--- src/design/rau_pkg.sv ---
// rau_pkg: types and constants shared by the rational arithmetic unit
// no dependencies
`default_nettype none
package rau_pkg;

   localparam logic [1:0] KIND_ADD = 2'd0;
   localparam logic [1:0] KIND_SUB = 2'd1;
   localparam logic [1:0] KIND_MUL = 2'd2;
   localparam logic [1:0] KIND_DIV = 2'd3;

   localparam logic [1:0] ST_OK   = 2'd0;
   localparam logic [1:0] ST_DIV0 = 2'd1;
   localparam logic [1:0] ST_OVF  = 2'd2;

   localparam logic [1:0] MUL_P0 = 2'd0;
   localparam logic [1:0] MUL_P1 = 2'd1;
   localparam logic [1:0] MUL_P2 = 2'd2;

   typedef enum logic [3:0] {
      S_IDLE,
      S_CHECK,
      S_MUL0,
      S_MUL1,
      S_MUL2,
      S_SUM,
      S_GINIT,
      S_GCD,
      S_DINIT,
      S_DIV,
      S_DONE
   } state_type;

   typedef struct packed {
      logic       load;
      logic       mul_en;
      logic [1:0] mul_sel;
      logic       sum;
      logic       gcd_init;
      logic       gcd_step;
      logic       div_init;
      logic       div_step;
      logic       out_load;
   } cmd_type;

   typedef struct packed {
      logic div0;
      logic zero;
      logic gcd_done;
      logic div_done;
   } stat_type;

endpackage
`default_nettype wire

--- src/design/rau_ctrl.sv ---
// rau_ctrl: sequencer for the rational arithmetic unit and result valid flag
// depends on rau_pkg
`default_nettype none
module rau_ctrl (
   input  wire logic              clock,
   input  wire logic              reset,
   input  wire logic              req_tvalid,
   output logic                   req_tready,
   output logic                   rsp_tvalid,
   input  wire logic              rsp_tready,
   input  wire rau_pkg::stat_type stat,
   output rau_pkg::cmd_type       cmd
);
   rau_pkg::state_type state_ff, state_in;
   logic               valid_ff, valid_in;
   logic               out_free;

   assign out_free   = !valid_ff || rsp_tready;
   assign req_tready = (state_ff == rau_pkg::S_IDLE);
   assign rsp_tvalid = valid_ff;

   always_comb begin
      state_in = state_ff;
      case (state_ff)
         rau_pkg::S_IDLE:  if (req_tvalid) state_in = rau_pkg::S_CHECK;
         rau_pkg::S_CHECK: state_in = stat.div0 ? rau_pkg::S_DONE : rau_pkg::S_MUL0;
         rau_pkg::S_MUL0:  state_in = rau_pkg::S_MUL1;
         rau_pkg::S_MUL1:  state_in = rau_pkg::S_MUL2;
         rau_pkg::S_MUL2:  state_in = rau_pkg::S_SUM;
         rau_pkg::S_SUM:   state_in = rau_pkg::S_GINIT;
         rau_pkg::S_GINIT: state_in = stat.zero ? rau_pkg::S_DONE : rau_pkg::S_GCD;
         rau_pkg::S_GCD:   if (stat.gcd_done) state_in = rau_pkg::S_DINIT;
         rau_pkg::S_DINIT: state_in = rau_pkg::S_DIV;
         rau_pkg::S_DIV:   if (stat.div_done) state_in = rau_pkg::S_DONE;
         rau_pkg::S_DONE:  if (out_free) state_in = rau_pkg::S_IDLE;
         default:          state_in = rau_pkg::S_IDLE;
      endcase
   end

   always_comb begin
      cmd         = '0;
      cmd.mul_sel = rau_pkg::MUL_P0;
      case (state_ff)
         rau_pkg::S_IDLE:  cmd.load = req_tvalid;
         rau_pkg::S_MUL0: begin
            cmd.mul_en  = 1'b1;
            cmd.mul_sel = rau_pkg::MUL_P0;
         end
         rau_pkg::S_MUL1: begin
            cmd.mul_en  = 1'b1;
            cmd.mul_sel = rau_pkg::MUL_P1;
         end
         rau_pkg::S_MUL2: begin
            cmd.mul_en  = 1'b1;
            cmd.mul_sel = rau_pkg::MUL_P2;
         end
         rau_pkg::S_SUM:   cmd.sum = 1'b1;
         rau_pkg::S_GINIT: cmd.gcd_init = 1'b1;
         rau_pkg::S_GCD:   cmd.gcd_step = !stat.gcd_done;
         rau_pkg::S_DINIT: cmd.div_init = 1'b1;
         rau_pkg::S_DIV:   cmd.div_step = !stat.div_done;
         rau_pkg::S_DONE:  cmd.out_load = out_free;
         default:          cmd = '0;
      endcase
   end

   always_comb begin
      valid_in = valid_ff;
      if (rsp_tready) valid_in = 1'b0;
      if (cmd.out_load) valid_in = 1'b1;
   end

   always_ff @(posedge clock) begin
      if (reset) begin
         state_ff <= rau_pkg::S_IDLE;
         valid_ff <= 1'b0;
      end else begin
         state_ff <= state_in;
         valid_ff <= valid_in;
      end
   end
endmodule
`default_nettype wire

--- config.mk ---
export PLATFORM = sky130hd
export DESIGN_NAME = rau_ctrl
export DESIGN_NICKNAME = d
export VERILOG_FILES = /design/src/design/rau_pkg.sv /design/src/design/rau_ctrl.sv
export SDC_FILE = /design/constraint.sdc
export NUM_CORES = 1
export LEC_CHECK = 0
export ABC_AREA = 1
export ABC_CLOCK_PERIOD_IN_PS = 2850
export BUFFER_PORTS_ARGS = -buffer_cell sky130_fd_sc_hd__buf_4
export CORE_AREA = 2 2 39 41
export CTS_BUF_LIST = sky130_fd_sc_hd__clkbuf_16
export DETAILED_ROUTE_END_ITERATION = 6
export DIE_AREA = 0 0 41 43
export GPL_TIMING_DRIVEN = 0
export PLACE_DENSITY = 0.67
export SLEW_MARGIN = 20
export SYNTH_ARGS = -nofsm -noshare
export SYNTH_HDL_FRONTEND = slang
export SYNTH_SLANG_ARGS = --single-unit
export TNS_END_PERCENT = 1
--- constraint.sdc ---
create_clock -name clock -period 2.85 [get_ports clock]
set_clock_uncertainty 0.15 [all_clocks]
set_input_delay 0.4275 -clock clock [delete_from_list [all_inputs] [get_ports clock]]
set_output_delay 0.4275 -clock clock [all_outputs]
set_load 0.01 [all_outputs]
# Word level (Yosys, flattened, before mapping)
# Cells that the tools add are included.
[classes] n_eq_ne=14 muxes=17 reduce_logical=7
[ops] operator="4-bit case mux with 11 select lines" n=1
[ops] operator="4-bit two-way mux" n=6
[ops] operator="4-bit by 3-bit == test with 1-bit output, second input constant" n=4
[ops] operator="4-bit == test, second input constant" n=3
[ops] operator="1-bit two-way mux" n=9
[ops] operator="3-bit case mux with 3 select lines" n=1
[ops] operator="4-bit by 2-bit == test with 1-bit output, second input constant" n=2
[ops] operator="2-bit != test, second input constant" n=4
[ops] operator="4-bit by 1-bit == test with 1-bit output, second input constant" n=1
[ops] operator="4-bit zero test" n=1
[ops] operator="4-bit AND reduction" n=1
[ops] operator="1-bit zero test" n=3
[ops] operator="2-bit nonzero test" n=1
[ops] operator="1-bit logical OR" n=1
[word_totals] regBits=5 inputBits=8 out_inout_bits=12 elab_cells=40

# Logic depth before layout (Yosys ltp)
[depth] ltp_word=4 mapped_depth=8 mapped_depth_nobuf=8

# Worst setup path before layout
# Ideal clock, no wire load.
[synth_path] kind="reg-to-output" from="register state_ff[1]" to="output cmd[0] (netlist name)" t_arrival_ns=0.884 required_ns=2.273 setup_slack_ns=1.389 path_stages_with_launch=4 n_path_buf=1 cell_sequence="dfxtp_1 > nand2_2 > nor3_1 > buf_4"
[synth_rtl] element="start, declared" line="rau_ctrl.sv:14" source="rau_pkg::state_type state_ff, state_in;"
[synth_rtl] element="start signal, assigned" line="rau_ctrl.sv:75" source="state_ff <= rau_pkg::S_IDLE;"
[synth_rtl] element="start signal, assigned" line="rau_ctrl.sv:78" source="state_ff <= state_in;"
[synth_rtl] element="end, declared" line="rau_ctrl.sv:12" source="output rau_pkg::cmd_type cmd"

==> flow_summary.html <==
<table>
<tr><th>Metric</th><th>Value</th></tr>
<tr><th colspan="2">Outcome</th></tr>
<tr><td>Result of the run</td><td>completed</td></tr>
<tr><th colspan="2">Critical path</th></tr>
<tr><td>Cells along the critical path</td><td>nand2_2 &gt; nor3_1 &gt; buf_4 &gt; buf_4</td></tr>
<tr><td>CP arrival</td><td>1280 ps</td></tr>
<tr><td>Critical path buffer and inverter count</td><td>2</td></tr>
<tr><td>Worst stage delay on the critical path</td><td>460 ps</td></tr>
<tr><td>Critical setup path kind</td><td>flop to output pin</td></tr>
<tr><td>Kind of capture point of the worst setup path</td><td>output pin</td></tr>
<tr><td>Family with the most delay on the worst path</td><td>flip-flops</td></tr>
<tr><td>Most numerous cell on the critical path</td><td>buf_4</td></tr>
<tr><td>Data required time at the worst endpoint</td><td>2270 ps</td></tr>
<tr><td>Startpoint types</td><td>flop</td></tr>
<tr><td>Slowest library cell on the worst path</td><td>dfxtp_1</td></tr>
<tr><td>Critical Path Fanout Max</td><td>6</td></tr>
<tr><th colspan="2">Routing</th></tr>
<tr><td>Routed length per placed instance</td><td>9.244 um</td></tr>
<tr><td>Aggregate routed wire length</td><td>1137 um</td></tr>
<tr><td>Drt first pass iters</td><td>3</td></tr>
<tr><td>Detail-routed via count per cell</td><td>4.366</td></tr>
<tr><td>Number of remaining DRC errors</td><td>0</td></tr>
<tr><td>Drt first-iter violations</td><td>2</td></tr>
<tr><td>Total via count after detailed routing</td><td>537</td></tr>
<tr><td>Number of nets with antenna violations after detailed routing</td><td>0</td></tr>
<tr><th colspan="2">Global routing</th></tr>
<tr><td>Initial antenna violation count</td><td>0</td></tr>
<tr><td>Global routing met2 resource utilization</td><td>23.13%</td></tr>
<tr><td>Met1 Use GR</td><td>20.32%</td></tr>
<tr><td>GRT Util Overall</td><td>16.18%</td></tr>
<tr><td>GR Overflow Total</td><td>0</td></tr>
<tr><td>Fraction of met3 tracks used by global routing</td><td>3.141%</td></tr>
<tr><td>Pin count of the biggest net entering global routing</td><td>7</td></tr>
<tr><td>Vias in the first global route</td><td>450</td></tr>
<tr><td>First-pass GRT wire length</td><td>1856 um</td></tr>
<tr><td>Global routing's busiest layer</td><td>met2</td></tr>
<tr><th colspan="2">Synth</th></tr>
<tr><td>Most numerous cell in the Yosys netlist</td><td>nor2_1</td></tr>
<tr><td>Post-synthesis sequential element count</td><td>5</td></tr>
<tr><td>Synth top cells by count</td><td>nor2_1 (14), nand2_1 (12), inv_1 (11), nand2_2 (10), inv_2 (6)</td></tr>
<tr><td>Syn Area/Cell</td><td>6.375 sq um</td></tr>
<tr><td>Synthesized-area fraction occupied by and/or/nand/nor cells</td><td>59.81%</td></tr>
<tr><td>Cell type with the highest aggregate area in the netlist</td><td>dfxtp_1</td></tr>
<tr><td>Net count of the mapped netlist</td><td>92</td></tr>
<tr><td>Sequential element share of the synthesized area</td><td>18.69%</td></tr>
<tr><td>Area contributors post-synth</td><td>dfxtp_1 (19%), nand2_2 (12%), nor2_1 (9.8%)</td></tr>
<tr><td>Portion of netlist area occupied by mux cells</td><td>0%</td></tr>
<tr><td>Compound-cell area share of the yosys netlist</td><td>7.243%</td></tr>
<tr><td>Unique masters post-synth</td><td>19</td></tr>
<tr><td>Post-synth top area share</td><td>18.69%</td></tr>
<tr><td>Synthesis warning total</td><td>0</td></tr>
<tr><td>Instance count of the mapped netlist</td><td>84</td></tr>
<tr><td>Number of enable-type register cells in the synthesized netlist</td><td>0</td></tr>
<tr><td>Mapped Area</td><td>535.5 sq um</td></tr>
<tr><td>Synth Area in Adders</td><td>0%</td></tr>
<tr><td>Main combinational cell family by area after synthesis</td><td>simple AND/OR/NAND/NOR gates</td></tr>
<tr><td>Async set-reset flop share out of synthesis</td><td>0%</td></tr>
<tr><td>Main flop type after synthesis</td><td>dfxtp_1</td></tr>
<tr><td>Xor-xnor portion of the synthesized cell area</td><td>0%</td></tr>
<tr><th colspan="2">Timing</th></tr>
<tr><td>Max_slew headroom</td><td>75.06%</td></tr>
<tr><td>Transition time of the tightest slew-check pin</td><td>372.8 ps</td></tr>
<tr><td>Unrepaired setup endpoints after global routing</td><td>no</td></tr>
<tr><td>Setup WS post-layout</td><td>992.1 ps</td></tr>
<tr><td>Period Utilization, post-route</td><td>65.19%</td></tr>
<tr><td>Highest clock frequency the design can meet</td><td>538.3 MHz</td></tr>
<tr><td>Total count of hold-check failures in the final report</td><td>0</td></tr>
<tr><td>Final worst path period need</td><td>1858 ps</td></tr>
<tr><td>Aggregate negative setup slack</td><td>0 ps</td></tr>
<tr><td>Final Max Tran Viols</td><td>0</td></tr>
<tr><td>Number of setup violations in the final report</td><td>0</td></tr>
<tr><th colspan="2">Flow run</th></tr>
<tr><td>Maximum capacitance violations</td><td>0</td></tr>
<tr><th colspan="2">Clock tree</th></tr>
<tr><td>TritonCTS clock tree</td><td>yes</td></tr>
<tr><td>Maximum level of the CTS H-tree</td><td>1</td></tr>
<tr><td>Sink count of the clock tree</td><td>5</td></tr>
<tr><td>Cells resized by post-CTS repair</td><td>0</td></tr>
<tr><td>Count of hold-fix buffers inserted at cts</td><td>0</td></tr>
<tr><td>Clock-pin slew reported for the worst setup and hold paths after clock tree synthesis</td><td>30 ps</td></tr>
<tr><td>Latest clock arrival within the worst-skew pair</td><td>230 ps</td></tr>
<tr><td>Clock root buffer</td><td>clkbuf_16</td></tr>
<tr><td>Number of CTS-inserted buffers</td><td>3</td></tr>
<tr><td>Setup repair bufs after CTS</td><td>0</td></tr>
<tr><td>Maximum buffer depth of the clock tree</td><td>2</td></tr>
<tr><th colspan="2">Floorplanning</th></tr>
<tr><td>Num ports</td><td>20</td></tr>
<tr><td>Core footprint</td><td>1384 sq um</td></tr>
<tr><td>Area of the die</td><td>1763 sq um</td></tr>
<tr><td>Number of placement rows</td><td>14</td></tr>
<tr><td>Width of the die</td><td>41 um</td></tr>
<tr><td>Die Y-Extent</td><td>43 um</td></tr>
<tr><td>Effective utilization at floorplan</td><td>38.70%</td></tr>
<tr><th colspan="2">Placed design</th></tr>
<tr><td>Global placer's final weighted congestion</td><td>0.7123</td></tr>
<tr><td>Count of input and output buffers</td><td>19</td></tr>
<tr><td>Worst setup slack after placement</td><td>1214 ps</td></tr>
<tr><td>Post-DP HPWL</td><td>943.1 um</td></tr>
<tr><th colspan="2">Worst hold path</th></tr>
<tr><td>Hold WC Path Type</td><td>input port to flop</td></tr>
<tr><th colspan="2">Layout</th></tr>
<tr><td>Final Net Count</td><td>116</td></tr>
<tr><td>Count of antenna diodes in the layout</td><td>0</td></tr>
<tr><td>Synth-to-layout area growth</td><td>45.09%</td></tr>
<tr><td>Filler cells</td><td>132</td></tr>
<tr><td>Fraction of layout instances using a drive strength above 1</td><td>52.34%</td></tr>
<tr><th colspan="2">Power</th></tr>
<tr><td>Cell Pwr Density</td><td>851.6 nW/um^2</td></tr>
<tr><td>Tot Pwr</td><td>661.7 uW</td></tr>
<tr><td>Peak supply drop</td><td>0.6120 mV</td></tr>
<tr><td>Static Leak</td><td>0.4340 nW</td></tr>
</table>
routing by layer:
metal	share of wire, %	wire, um	vias up
li1	-	-	294
met1	43	485	222
met2	48	551	17
met3	5.2	59	4
met4	3.5	40	0
met5	0	0	-
final timing paths:
kind | end | cells past startpoint | slack, ps | from
setup / recovery | cmd[0] | 4 | 990 | state_ff[1]
hold / removal | state_ff[1] | 2 | 250 | reset
setup reg to reg | state_ff[1] | 6 | 1480 | state_ff[3]
hold reg to reg | rsp_tvalid | 4 | 450 | rsp_tvalid
kinds of logic (layout without fill, tap and decap cells):
logic type | after synthesis | count (layout)
buffers and inverters | 19 | 42
AOI/OAI and AO/OA | 5 | 5
and+or+nand+nor | 55 | 55
DFF | 5 | 5
where the power goes:
group          switching (mW)  internal (mW)
Clock                  0.0451          0.182
Combinational           0.185          0.131
Sequential             0.0311         0.0878
Total                   0.261          0.401
registers in the layout, indices dropped and copies added (netlist names):
signal      flops
rsp_tvalid      1
state_ff        4
area by class of cell:
cell class	count	area [sq um]	area share, %
Multi-Input combinational cell	60	359.1	46.22
Sequential cell	5	100.1	12.88
Tap cell	16	20.02	2.576
Buffer	1	7.507	0.9662
Inverter	18	68.82	8.857
Timing Repair Buffer	19	142.6	18.36
Clock inverter	1	3.754	0.4831
Clock buffer	3	75.07	9.662
cell usage in the layout, fill, tap and decap left out:
| master | synthesis | layout |
|---|---|---|
| buf_4 | 1 | 20 |
| nor2_1 | 14 | 14 |
| inv_1 | 11 | 12 |
| nand2_1 | 12 | 12 |
| nand2_2 | 10 | 10 |
| inv_2 | 6 | 6 |
| nor2_2 | 5 | 5 |
| dfxtp_1 | 5 | 5 |
| nand2_4 | 3 | 3 |
| nor2_4 | 3 | 3 |
| nand3_1 | 3 | 3 |
| a21oi_2 | 3 | 3 |
| clkbuf_16 | 0 | 3 |
| nor3_1 | 2 | 2 |
| o21ai_0 | 1 | 1 |
| nand2_8 | 1 | 1 |
| clkinv_2 | 1 | 1 |
| nand3_2 | 1 | 1 |
| nand4_1 | 1 | 1 |
| o21bai_1 | 1 | 1 |
per-stage QoR:
step | instances | hold WS [ps] | cell area [sq um] | utilization (%)
after floorplan | 84 | 339.9 | 535.5 | -
after detailed placement | 119 | 451.1 | 698.2 | 50.45
after global routing | 123 | 260.0 | 777.0 | 56.15
final | 123 | 248.5 | 777.0 | 56.15
after CTS | 123 | 247.4 | 777.0 | 56.15
after global placement | 119 | 429.5 | 698.2 | 50.45
(Power assumes the default switching activity.)
